<file path="src/rtl/tsw_pkg.sv">
// tsw_pkg: event kinds, result codes, register indexes and field widths
// for the task stall watchdog. No dependencies.
`timescale 1ns / 1ps

package tsw_pkg;

    localparam int unsigned KIND_W   = 3;
    localparam int unsigned TIME_W   = 32;
    localparam int unsigned MS_W     = 31;
    localparam int unsigned STREAK_W = 16;
    localparam int unsigned RES_W    = 2;
    localparam int unsigned CIDX_W   = 2;

    typedef logic [KIND_W-1:0]   t_kind;
    typedef logic [TIME_W-1:0]   t_time;
    typedef logic [MS_W-1:0]     t_ms;
    typedef logic [STREAK_W-1:0] t_streak;
    typedef logic [RES_W-1:0]    t_res;
    typedef logic [CIDX_W-1:0]   t_cidx;

    localparam t_kind KIND_START    = 3'd0;
    localparam t_kind KIND_PROGRESS = 3'd1;
    localparam t_kind KIND_FINISH   = 3'd2;
    localparam t_kind KIND_CANCEL   = 3'd3;
    localparam t_kind KIND_TICK     = 3'd4;

    localparam t_res RES_NONE      = 2'd0;
    localparam t_res RES_WALL      = 2'd1;
    localparam t_res RES_STALLED   = 2'd2;
    localparam t_res RES_CANCELLED = 2'd3;

    localparam t_cidx REG_WALL_LIMIT  = 2'd0;
    localparam t_cidx REG_STALL_THR   = 2'd1;
    localparam t_cidx REG_IDLE_NEEDED = 2'd2;

    localparam t_ms     MS_MAX     = {MS_W{1'b1}};
    localparam t_streak STREAK_MAX = {STREAK_W{1'b1}};

    // clamp a wrap difference to the 31-bit reporting range
    function automatic t_ms sat31(input t_time v);
        t_ms r;
        r = v[TIME_W-1] ? MS_MAX : v[MS_W-1:0];
        return r;
    endfunction

endpackage

</file>
<file path="src/rtl/task_stall_watchdog.sv">
// task_stall_watchdog: top level, event handling and result register.
// Depends on tsw_pkg.
`timescale 1ns / 1ps

// One request is taken per cycle while o_ready is high; its result appears
// in the output register on the following cycle and a new request is accepted
// in the same cycle as the previous result is taken, so the sustained rate
// is one event per cycle while i_ready is high, set by the single result
// register behind the event logic. o_ready drops only while a result waits
// and i_ready is low. Configuration writes are always accepted; write them
// only while no result is pending. Register indexes beyond the list are taken
// and ignored. All but the result data resets, with no clearing pass.
module task_stall_watchdog (
    input  logic                        i_clk,
    input  logic                        i_rst_n,
    // configuration
    input  logic                        i_cfg_valid,
    output logic                        o_cfg_ready,
    input  tsw_pkg::t_cidx              i_cfg_index,
    input  logic [31:0]                 i_cfg_data,
    // event requests
    input  logic                        i_valid,
    output logic                        o_ready,
    input  tsw_pkg::t_kind              i_kind,
    input  tsw_pkg::t_time              i_now_ms,
    // results
    output logic                        o_valid,
    input  logic                        i_ready,
    output tsw_pkg::t_res               o_event_res,
    output tsw_pkg::t_ms                o_event_ms,
    output tsw_pkg::t_streak            o_idle_count,
    output logic                        o_is_cancelled,
    output tsw_pkg::t_ms                o_elapsed_ms
);

    // configuration registers
    tsw_pkg::t_ms     r_wall_limit;
    tsw_pkg::t_ms     r_stall_thr;
    tsw_pkg::t_streak r_idle_needed;

    // task state
    logic             r_started, n_started;
    logic             r_terminated, n_terminated;
    logic             r_cancelled, n_cancelled;
    tsw_pkg::t_time   r_start_time, n_start_time;
    tsw_pkg::t_time   r_prog_time, n_prog_time;
    tsw_pkg::t_streak r_idle_streak, n_idle_streak;
    logic             r_wall_fired, n_wall_fired;
    logic             r_stall_fired, n_stall_fired;

    // result register
    logic             r_out_valid;
    tsw_pkg::t_res    r_res, n_res;
    tsw_pkg::t_ms     r_ems, n_ems;
    tsw_pkg::t_streak r_icount, n_icount;
    logic             r_out_cancel;
    tsw_pkg::t_ms     r_elapsed, n_elapsed;

    logic             in_take;
    tsw_pkg::t_time   elapsed_raw;
    tsw_pkg::t_time   silent;
    tsw_pkg::t_streak streak_inc;

    assign o_cfg_ready = 1'b1;
    assign o_ready     = !r_out_valid || i_ready;
    assign in_take     = i_valid && o_ready;

    always_ff @(posedge i_clk) begin
        if (!i_rst_n) begin
            r_wall_limit  <= '0;
            r_stall_thr   <= '0;
            r_idle_needed <= tsw_pkg::t_streak'(1);
        end else if (i_cfg_valid) begin
            unique case (i_cfg_index)
                tsw_pkg::REG_WALL_LIMIT:  r_wall_limit  <= i_cfg_data[tsw_pkg::MS_W-1:0];
                tsw_pkg::REG_STALL_THR:   r_stall_thr   <= i_cfg_data[tsw_pkg::MS_W-1:0];
                tsw_pkg::REG_IDLE_NEEDED: r_idle_needed <= i_cfg_data[tsw_pkg::STREAK_W-1:0];
                default: ;
            endcase
        end
    end

    // silence is measured against the absolute time of the last progress,
    // which equals start time plus the relative mark
    assign elapsed_raw = r_started ? (i_now_ms - r_start_time) : '0;
    assign silent      = i_now_ms - r_prog_time;
    assign streak_inc  = (r_idle_streak == tsw_pkg::STREAK_MAX) ? r_idle_streak
                                                                : r_idle_streak + 1'b1;

    always_comb begin
        n_started     = r_started;
        n_terminated  = r_terminated;
        n_cancelled   = r_cancelled;
        n_start_time  = r_start_time;
        n_prog_time   = r_prog_time;
        n_idle_streak = r_idle_streak;
        n_wall_fired  = r_wall_fired;
        n_stall_fired = r_stall_fired;
        n_res         = tsw_pkg::RES_NONE;
        n_ems         = '0;
        n_icount      = '0;
        n_elapsed     = r_started ? tsw_pkg::sat31(elapsed_raw) : '0;

        if (!r_terminated) begin
            unique case (i_kind)
                tsw_pkg::KIND_START: begin
                    n_started     = 1'b1;
                    n_start_time  = i_now_ms;
                    n_prog_time   = i_now_ms;
                    n_idle_streak = '0;
                    n_wall_fired  = 1'b0;
                    n_stall_fired = 1'b0;
                    n_elapsed     = '0;
                end
                tsw_pkg::KIND_PROGRESS: begin
                    // before start the mark is overwritten by the start anyway
                    n_prog_time   = i_now_ms;
                    n_idle_streak = '0;
                    n_stall_fired = 1'b0;
                end
                tsw_pkg::KIND_FINISH: begin
                    n_terminated = 1'b1;
                end
                tsw_pkg::KIND_CANCEL: begin
                    n_terminated = 1'b1;
                    n_cancelled  = 1'b1;
                    n_res        = tsw_pkg::RES_CANCELLED;
                end
                tsw_pkg::KIND_TICK: begin
                    if (r_started) begin
                        priority if (r_wall_limit != '0 && !r_wall_fired &&
                                     elapsed_raw >= {1'b0, r_wall_limit}) begin
                            n_wall_fired = 1'b1;
                            n_res        = tsw_pkg::RES_WALL;
                            n_ems        = tsw_pkg::sat31(elapsed_raw);
                        end else if (r_stall_thr != '0) begin
                            if (silent < {1'b0, r_stall_thr}) begin
                                n_idle_streak = '0;
                            end else begin
                                n_idle_streak = streak_inc;
                                if (streak_inc >= r_idle_needed && !r_stall_fired) begin
                                    n_stall_fired = 1'b1;
                                    n_res         = tsw_pkg::RES_STALLED;
                                    n_ems         = tsw_pkg::sat31(silent);
                                    n_icount      = streak_inc;
                                end
                            end
                        end else begin
                            // stall detection off, the tick only reports elapsed time
                            n_idle_streak = r_idle_streak;
                        end
                    end
                end
                default: ;
            endcase
        end
    end

    always_ff @(posedge i_clk) begin
        if (!i_rst_n) begin
            r_started     <= 1'b0;
            r_terminated  <= 1'b0;
            r_cancelled   <= 1'b0;
            r_start_time  <= '0;
            r_prog_time   <= '0;
            r_idle_streak <= '0;
            r_wall_fired  <= 1'b0;
            r_stall_fired <= 1'b0;
        end else if (in_take) begin
            r_started     <= n_started;
            r_terminated  <= n_terminated;
            r_cancelled   <= n_cancelled;
            r_start_time  <= n_start_time;
            r_prog_time   <= n_prog_time;
            r_idle_streak <= n_idle_streak;
            r_wall_fired  <= n_wall_fired;
            r_stall_fired <= n_stall_fired;
        end
    end

    always_ff @(posedge i_clk) begin
        if (!i_rst_n) begin
            r_out_valid <= 1'b0;
        end else if (in_take) begin
            r_out_valid <= 1'b1;
        end else if (i_ready) begin
            r_out_valid <= 1'b0;
        end
    end

    always_ff @(posedge i_clk) begin
        if (in_take) begin
            r_res        <= n_res;
            r_ems        <= n_ems;
            r_icount     <= n_icount;
            r_out_cancel <= n_cancelled;
            r_elapsed    <= n_elapsed;
        end
    end

    assign o_valid        = r_out_valid;
    assign o_event_res    = r_res;
    assign o_event_ms     = r_ems;
    assign o_idle_count   = r_icount;
    assign o_is_cancelled = r_out_cancel;
    assign o_elapsed_ms   = r_elapsed;

    // a finished or cancelled task stays finished
    a_term_sticky: assert property (@(posedge i_clk) disable iff (!i_rst_n)
        r_terminated |=> r_terminated)
        else $error("terminated flag cleared");

    // a cancel result always reports the cancelled flag
    a_cancel_flag: assert property (@(posedge i_clk) disable iff (!i_rst_n)
        (r_out_valid && r_res == tsw_pkg::RES_CANCELLED) |-> r_out_cancel)
        else $error("cancel result without cancelled flag");

    // quiet results carry no event figures
    a_none_zero: assert property (@(posedge i_clk) disable iff (!i_rst_n)
        (r_out_valid && r_res == tsw_pkg::RES_NONE) |-> (r_ems == '0 && r_icount == '0))
        else $error("event figures on a quiet result");

    // an accepted start on a live task clears streak and fired flags
    a_start_clears: assert property (@(posedge i_clk) disable iff (!i_rst_n)
        (in_take && !r_terminated && i_kind == tsw_pkg::KIND_START)
        |=> (r_idle_streak == '0 && !r_wall_fired && !r_stall_fired && r_started))
        else $error("start did not clear the marks");

    // before any start the reported elapsed time is zero
    a_unstarted_zero: assert property (@(posedge i_clk) disable iff (!i_rst_n)
        (r_out_valid && !r_started) |-> (r_elapsed == '0))
        else $error("elapsed reported before start");

endmodule

</file>
<file path="config.mk">
export PLATFORM = sky130hd
export DESIGN_NAME = task_stall_watchdog
export DESIGN_NICKNAME = d
export VERILOG_FILES = /design/src/rtl/tsw_pkg.sv /design/src/rtl/task_stall_watchdog.sv
export SDC_FILE = /design/constraint.sdc
export NUM_CORES = 1
export LEC_CHECK = 0
export BUFFER_PORTS_ARGS = -buffer_cell sky130_fd_sc_hd__buf_2
export CAP_MARGIN = 10
export CORE_ASPECT_RATIO = 0.5
export CORE_MARGIN = 3
export CORE_UTILIZATION = 25
export DETAILED_ROUTE_END_ITERATION = 8
export GPL_ROUTABILITY_DRIVEN = 0
export GPL_TIMING_DRIVEN = 0
export MAX_ROUTING_LAYER = met4
export SYNTH_ARGS = -nofsm -noshare
export SYNTH_HDL_FRONTEND = slang
export SYNTH_SLANG_ARGS = --single-unit
export TNS_END_PERCENT = 5
</file>
<file path="constraint.sdc">
create_clock -name i_clk -period 11.3 [get_ports i_clk]
set_input_delay 1.13 -clock i_clk [delete_from_list [all_inputs] [get_ports i_clk]]
set_output_delay 1.13 -clock i_clk [all_outputs]
set_load 0.02 [all_outputs]
</file>
==> results of run 1 <==
-- layer usage --
metal / GRT usage (%) / up-vias
met5: - / -
met4: 5.31 / 0
met3: 1.87 / 98
met2: 26.8 / 325
met1: 17.4 / 6471
li1: - / 6806
-- flip-flops by register name, indices dropped and copies added, names as in the netlist --
name            cells
r_idle_streak      16
r_stall_fired       1
o_idle_count       16
r_started           1
r_cancelled         1
r_start_time       32
r_prog_time        32
r_terminated        1
r_wall_limit       31
r_idle_needed      16
r_stall_thr        31
o_event_ms         31
o_is_cancelled      1
r_wall_fired        1
o_event_res         2
o_valid             1
o_elapsed_ms       31
-- how the worst min path moves through the flow --
stage	start	endpoint	slack, ns	depth (start not counted)
floorplan	r_cancelled$_SDFFE_PN0P_	r_cancelled$_SDFFE_PN0P_	0.43	1
detailed placement	r_idle_needed[3]$_SDFFE_PN0P_	r_idle_needed[3]$_SDFFE_PN0P_	0.46	2
CTS	r_idle_needed[3]$_SDFFE_PN0P_	r_idle_needed[3]$_SDFFE_PN0P_	0.46	2
finish	r_cancelled$_SDFFE_PN0P_	r_cancelled$_SDFFE_PN0P_	0.46	1
global route	r_start_time[22]$_SDFFE_PN0P_	r_start_time[22]$_SDFFE_PN0P_	0.48	2
global placement	r_cancelled$_SDFFE_PN0P_	r_cancelled$_SDFFE_PN0P_	0.44	1
-- cells in the mapped netlist (3+ instances only) --
cell	instances	area [um^2]
nand2_1	366	1370
inv_1	170	638
nor2_1	165	619
dfxtp_1	164	3280
a21boi_0	145	1090
ha_1	140	1750
a21oi_1	85	425
edfxtp_1	81	2430
clkbuf_1	68	255
o21ai_0	51	255
a21o_1	46	345
xnor2_1	38	333
o22ai_1	27	169
nand3_1	26	130
xor2_1	21	184
nand4_1	19	119
nor4_1	18	113
nor3_1	16	80.1
nand2b_1	14	87.6
nor2b_1	13	81.3
o21a_1	12	90.1
a211oi_1	11	82.6
and2_1	11	68.8
o21bai_1	11	82.6
a31oi_1	10	62.6
o21ai_1	10	50.1
o21ai_2	10	87.6
and3_1	9	56.3
o211ai_1	9	67.6
buf_1	7	26.3
nor3b_1	6	45.0
mux2i_1	5	50.1
a211o_1	4	35.0
a221oi_1	4	35.0
and4_1	4	35.0
nand3b_1	4	30.0
o31ai_1	4	30.0
or3_1	4	25.0
a41o_1	3	30.0
buf_2	3	15.0
o221ai_1	3	26.3
o31a_1	3	26.3
-- logic make-up after synthesis --
| logic type | after synthesis | share of synthesized area [%] |
|---|---|---|
| and+or+nand+nor | 690 | 19.5 |
| muxes | 5 | 0.326 |
| DFF | 245 | 37.3 |
| buffers and inverters | 251 | 6.31 |
| AOI/OAI and AO/OA | 478 | 21.5 |
| other | 1 | 0.0244 |
| xor gates and xnor gates | 59 | 3.37 |
| adders and majority gates | 142 | 11.7 |
-- cell usage in the layout, fill, tap and decap left out, drive strengths merged, types with 71 or more instances in the layout --
cell      n
buf     168
edfxtp   81
nor2    165
a21oi    87
a21boi  146
nand2   366
o21ai    71
ha      140
dfxtp   164
clkbuf  101
inv     171
-- power by group through the flow --
stage | logic [mW] | clock network (mW) | registers, mW
after detailed placement | 0.437 | 0 | 0.975
after global routing | 0.489 | 0.925 | 0.958
after global placement | 0.430 | 0 | 0.976
after floorplan | 0.278 | 0 | 0.988
after CTS | 0.440 | 0.892 | 0.955
final | 0.444 | 0.871 | 0.955
-- worst reg2reg max path: stages, from the launching register on --
cell       delay [ns]
dfxtp_1          0.33
ha_1             0.18
inv_1            0.06
fa_1             0.44
a211oi_1         0.30
o21ai_1          0.20
a2111oi_0        0.62
o21ai_0          0.37
a31o_2           0.36
a21o_1           0.17
a21oi_1          0.17
xnor2_1          0.22
ha_1             0.31
nand4_1          0.17
a211oi_1         0.11
a221oi_1         0.30
o211ai_1         0.24
nor2b_1          0.15
o21ai_0          0.09
mux2i_1          0.46
a31o_1           0.29
nand2b_1         0.20
clkbuf_1         0.62
o22ai_1          0.31
-- layout make-up --
class,count,area (um^2)
multi-input cells,1375,8660
fillers,6405,42000
well taps,812,1020
plain buffers,81,330
repair buffers,155,798
diodes,2,5.00
flip-flops and latches,245,5720
clock inverters,16,140
inverters,170,641
clock buffers,33,719
-- per-stage QoR --
| stage | util, % | hold WS (ns) | instance area (um^2) |
|---|---|---|---|
| 2_1_floorplan | - | 0.432 | 15300 |
| 3_3_place_gp | 28.6 | 0.441 | 17100 |
| 3_5_place_dp | 28.6 | 0.456 | 17200 |
| 4_1_cts | 30.0 | 0.465 | 18000 |
| 5_1_grt | 30.0 | 0.484 | 18000 |
| 6_report | 30.0 | 0.462 | 18000 |
==> impl_metrics.env, run 1 <==
export IMPL_die_w_um=356
export IMPL_top_layer="met4"
export IMPL_fin_crit_sh_pct=66.1
export IMPL_relSlewSlack_pct=45.5
export IMPL_critPathKind="in2reg"
export IMPL_start_util_pct=25.6
export IMPL_place_ws_ns=3.50
export IMPL_leakage_nw=6.82
export IMPL_avgViaCountPerCell=4.74
export IMPL_syn_area_per_cell_um2=8.20
export IMPL_power_mw=2.27
export IMPL_fp_dieH_um=181
export IMPL_cap_viol_max_count=0
export IMPL_ys_warn_count=0
export IMPL_power_switching_mw=0.672
export IMPL_syn_area_um2=15300
export IMPL_antenna_found_initial=2
export IMPL_drt_wl_total_um=48800
export IMPL_final_cell_count_no_fill=2889
export IMPL_yosysUniqueCellTypes=79
export IMPL_share_comb_of_total_power_pct=19.6
export IMPL_cts_setup_buffers=0
export IMPL_finalMaxSlewViolations=0
export IMPL_path_clk_slew_ns=0.06
export IMPL_startpoint="i_now_ms[0]"
export IMPL_worstRegToRegCells=23
export IMPL_cts_hold_buf=0
export IMPL_critPathMaxStageDelay_ns=0.62
export IMPL_worstSetupEndpointType="flop"
export IMPL_intPower_mw=1.60
export IMPL_post_drt_wl_per_cell_um=16.9
export IMPL_cp_required_ns=11.53
export IMPL_die_area_um2=64600
export IMPL_synth_ff_type="dfxtp_1"
export IMPL_fin_ws_ns=3.83
export IMPL_dp_final_hpwl_um=39400
export IMPL_nets=2271
export IMPL_worst_r2r_endpoint="o_event_ms[30]$_SDFFCE_PP0P_"
export IMPL_met2WireLength_um=24700
export IMPL_std_cell_rows=63
export IMPL_overflow=0
export IMPL_startpoint_type="input pin"
export IMPL_p_per_area_nw_per_um2=126
export IMPL_cts_max_path_buffers=3
export IMPL_path_depth=25
export IMPL_areaGrowthSynthToFinish_pct=17.5
export IMPL_num_vias=13700
export IMPL_grt_pass1_vias=13200
export IMPL_crit_end="o_event_ms[30]$_SDFFCE_PP0P_"
export IMPL_synth_seq_area_share_pct=37.3
export IMPL_ant_nets=0
export IMPL_hold_class="reg2reg"
export IMPL_cts_num_sinks=245
export IMPL_synth_seq_cells=245
export IMPL_fin_tns_setup_ns=0
export IMPL_grt_max_degree=51
export IMPL_routedLengthMet1_um=20100
export IMPL_grt_util_all_layers_pct=15.1
export IMPL_p_sw_share_pct=29.6
export IMPL_synth_edf_count=81
export IMPL_cts_root_buf="clkbuf_16"
export IMPL_rr_startpoint="r_prog_time[0]$_SDFFE_PN0P_"
export IMPL_drt_iter0_markers=983
export IMPL_critPathMaxFanout=10
export IMPL_crit_slowest_cell="a2111oi_0"
export IMPL_vdd_ir_drop_max_v=0.0000941
export IMPL_drc=0
export IMPL_h_tree_depth=1
export IMPL_core_um2=60000
export IMPL_crit_family="compound AO/OA/AOI/OAI gates"
export IMPL_cts_tree="yes"
export IMPL_setup_viol=0
export IMPL_syn_nets=2087
export IMPL_syn_inst=1871
export IMPL_clockPowerShare_pct=38.4
export IMPL_outcome="complete, no violations"
export IMPL_skew_ns=0.0252
export IMPL_clock_latency_ns=0.56
export IMPL_reg2reg_slack_ns=4.31
export IMPL_synthArstFlopShare_pct=0
export IMPL_worst_pin_slew_ns=0.817
export IMPL_met3_length_um=2160
export IMPL_cp_buffers_inverters=4
export IMPL_pwr_share_seq_pct=42.1
export IMPL_timing_final_crit_period_ns=7.47
export IMPL_cts_resized=0
export IMPL_dp_cells=2838
export IMPL_grt_first_pass_wirelength_um=74400
export IMPL_port_buffers=154
export IMPL_rsz0062_at_grt="false"
export IMPL_cp_data_arrival_time_ns=7.70
export IMPL_drive_gt1_share_pct=11.1
export IMPL_fmax_mhz=134
export IMPL_first_pass_iters=5
export IMPL_cts_buffers=27
export IMPL_boundaryPins=158
export IMPL_hold_viol=0
No activity file was read; power rests on OpenSTA's default activity.
==> run 2: changes to the inputs <==
--- a/config.mk
+++ b/config.mk
@@ -5,6 +5,7 @@
 export SDC_FILE = /design/constraint.sdc
 export NUM_CORES = 1
 export LEC_CHECK = 0
+export ABC_AREA = 1
 export BUFFER_PORTS_ARGS = -buffer_cell sky130_fd_sc_hd__buf_2
 export CAP_MARGIN = 10
 export CORE_ASPECT_RATIO = 0.5
==> constraint.sdc (replaced) <==
create_clock -name i_clk -period 6 [get_ports i_clk]
set_input_delay 0.6 -clock i_clk [delete_from_list [all_inputs] [get_ports i_clk]]
set_output_delay 0.6 -clock i_clk [all_outputs]
set_load 0.02 [all_outputs]
==> impl_metrics.env, run 2 <==
export IMPL_synth_most_common_cell="inv_1"
export IMPL_cap_viol_max_count=0
export IMPL_ys_warn_count=0
export IMPL_hold_viol=0
export IMPL_rr_startpoint="r_start_time[2]$_SDFFE_PN0P_"
export IMPL_intPower_mw=3.14
export IMPL_num_vias=14700
export IMPL_start_util_pct=25.6
export IMPL_vdd_ir_drop_max_v=0.000197
export IMPL_die_w_um=357
export IMPL_outcome="complete, no violations"
export IMPL_holdPathEnd="r_terminated$_SDFFE_PN0P_"
export IMPL_synth_seq_cells=245
export IMPL_fmax_mhz=200
export IMPL_die_area_um2=64800
export IMPL_std_cell_rows=63
export IMPL_critPathKind="reg2reg"
export IMPL_crit_family="simple AND/OR/NAND/NOR gates"
export IMPL_layout_commonest_cell="inv_1"
export IMPL_synth_edf_count=81
export IMPL_fin_crit_sh_pct=83.5
export IMPL_startpoint_type="flop"
export IMPL_reg2reg_slack_ns=0.99
export IMPL_yosysUniqueCellTypes=49
export IMPL_pwr_share_seq_pct=39.2
export IMPL_cts_buffers=28
export IMPL_diodes=0
export IMPL_syn_nets=2322
export IMPL_dp_final_hpwl_um=41800
export IMPL_path_clk_slew_ns=0.06
export IMPL_core_um2=60100
export IMPL_cts_setup_buffers=0
export IMPL_skew_ns=0.0212
export IMPL_finish_instance_area_um2=18100
export IMPL_cts_num_sinks=245
export IMPL_crit_slowest_cell="o21ai_0"
export IMPL_antenna_found_initial=0
export IMPL_synth_top_area_cell="dfxtp_1"
export IMPL_multi_input_area_um2=8090
export IMPL_drt_wl_total_um=50800
export IMPL_placed_cell_area_um2=17200
export IMPL_cp_required_ns=6.31
export IMPL_cp_data_arrival_time_ns=5.32
export IMPL_worstRegToRegCells=29
export IMPL_avgViaCountPerCell=4.69
export IMPL_synth_commonest_cells="inv_1, nand2_1, a21oi_1"
export IMPL_grt_util_all_layers_pct=15.8
export IMPL_areaGrowthSynthToFinish_pct=17.8
export IMPL_finalMaxSlewViolations=0
export IMPL_synth_top_cell_area_share_pct=21.3
export IMPL_leakage_nw=7.99
export IMPL_mostFrequentLayoutCells="inv_1, nand2_1, a21oi_1"
export IMPL_critPathMaxFanout=10
export IMPL_cp_buffers_inverters=3
export IMPL_power_switching_mw=1.53
export IMPL_setup_viol=0
export IMPL_worst_pin_slew_ns=0.811
export IMPL_fin_util_pct=30.2
export IMPL_post_drt_wl_per_cell_um=16.3
export IMPL_syn_area_per_cell_um2=7.31
export IMPL_p_sw_share_pct=32.7
export IMPL_critPathMaxStageDelay_ns=0.46
export IMPL_rsz0062_at_grt="false"
export IMPL_fin_ws_ns=0.992
export IMPL_worstHoldStart="i_kind[1]"
export IMPL_cts_resized=0
export IMPL_grt_pass1_vias=14300
export IMPL_power_mw=4.67
export IMPL_path_common_cell="nand2_1"
export IMPL_largestRegisters="r_prog_time x32, r_start_time x32"
export IMPL_first_pass_iters=8
export IMPL_drt_iter0_markers=957
export IMPL_nFillCells=6538
export IMPL_cts_tree="yes"
export IMPL_dp_cells=3073
export IMPL_relSlewSlack_pct=45.9
export IMPL_grt_max_degree=43
export IMPL_synthArstFlopShare_pct=0
export IMPL_hold_class="in2reg"
export IMPL_worst_r2r_endpoint="o_event_ms[16]$_SDFFCE_PP0P_"
export IMPL_cts_root_buf="clkbuf_16"
export IMPL_drc=0
export IMPL_grt_first_pass_wirelength_um=78600
export IMPL_place_ws_ns=0.555
export IMPL_timing_final_crit_period_ns=5.01
export IMPL_overflow=0
export IMPL_clockPowerShare_pct=37.0
export IMPL_worstSetupEndpointType="flop"
export IMPL_p_per_area_nw_per_um2=258
export IMPL_seq_area_um2=5720
export IMPL_cts_hold_buf=0
export IMPL_nets=2507
export IMPL_fp_dieH_um=181
export IMPL_drive_gt1_share_pct=10.1
export IMPL_clock_latency_ns=0.57
export IMPL_cts_max_path_buffers=3
export IMPL_boundaryPins=158
export IMPL_syn_area_um2=15400
export IMPL_synth_seq_area_share_pct=37.1
export IMPL_share_comb_of_total_power_pct=23.8
export IMPL_ant_nets=0
export IMPL_port_buffers=154
export IMPL_syn_inst=2106
export IMPL_h_tree_depth=1
export IMPL_fin_tns_setup_ns=0
export IMPL_synth_ff_type="dfxtp_1"
export IMPL_hold_depth=3
export IMPL_fin_hold_ws_ns=0.351
export IMPL_synthTopCellsByArea="dfxtp_1, edfxtp_1, ha_1, a21oi_1, inv_1"
export IMPL_final_cell_count_no_fill=3125
## run 2: changes by cell type after synthesis, moves of 14 or more
cell      previous run  this run
o22ai_1             27         0
o21ai_0             51       193
nand2b_1            14         0
a21o_1              46        13
a21oi_1             85       295
nand3_1             26        78
nand2_1            366       319
nor3_1              16        37
nor2_1             165       194
a21boi_0           145         6
o21ai_1             10        25
inv_1              170       333
xnor2_1             38        10
## run 2: worst max path at each step
stage	start	depth (start not counted)	slack, ns	to
after floorplan	i_now_ms[2]	30	1.80	o_event_ms[14]$_SDFFCE_PP0P_
after global placement	i_now_ms[0]	29	0.59	o_event_ms[15]$_SDFFCE_PP0P_
after detailed placement	i_now_ms[0]	29	0.56	o_event_ms[15]$_SDFFCE_PP0P_
after CTS	r_start_time[2]$_SDFFE_PN0P_	29	1.04	o_event_ms[15]$_SDFFCE_PP0P_
after global routing	r_start_time[2]$_SDFFE_PN0P_	29	0.46	o_event_ms[16]$_SDFFCE_PP0P_
final	r_start_time[2]$_SDFFE_PN0P_	29	0.99	o_event_ms[16]$_SDFFCE_PP0P_
## run 2: metal layers
| metal | wire (um) | global-route usage, % | vias to the layer above |
|---|---|---|---|
| met5 | 0 | - | - |
| met2 | 25300 | 28.0 | 373 |
| met3 | 2540 | 1.88 | 98 |
| li1 | - | - | 7388 |
| met1 | 21200 | 18.6 | 6805 |
| met4 | 1770 | 5.12 | 0 |
## run 2: kinds of logic after synthesis
logic type	count (synthesis)	share of synthesized area [%]
DFF	245	37.1
other	1	0.0244
xor gates and xnor gates	37	2.11
and+or+nand+nor	699	19.4
buffers and inverters	414	10.3
AOI/OAI and AO/OA	568	19.4
adders and majority gates	142	11.6
## run 2: power groups by stage
stage          sequential, mW  combinational [mW]  clock, mW
3_3_place_gp             1.87                1.08          0
4_1_cts                  1.83                1.10       1.77
6_report                 1.83                1.11       1.73
5_1_grt                  1.84                1.26       1.83
2_1_floorplan            1.90               0.728          0
3_5_place_dp             1.87                1.10          0
## run 2: worst register-to-register path: cells and delay by family (launching register included)
family	cells	cell delay [ns]
adder cells (fa/ha/maj)	2	0.63
flip-flops	1	0.31
AO/OA/AOI/OAI	5	1.38
buffers and inverters	3	0.23
AND/OR/NAND/NOR	19	2.21
## run 2: area by class of cell
cell class              count  area share [%]
multi-input cells        1447            44.6
flip-flops and latches    245            31.5
inverters                 338            7.01
well taps                 812            5.61
repair buffers            155            4.36
clock buffers              29            4.00
plain buffers              76            1.75
clock inverters            23            1.09
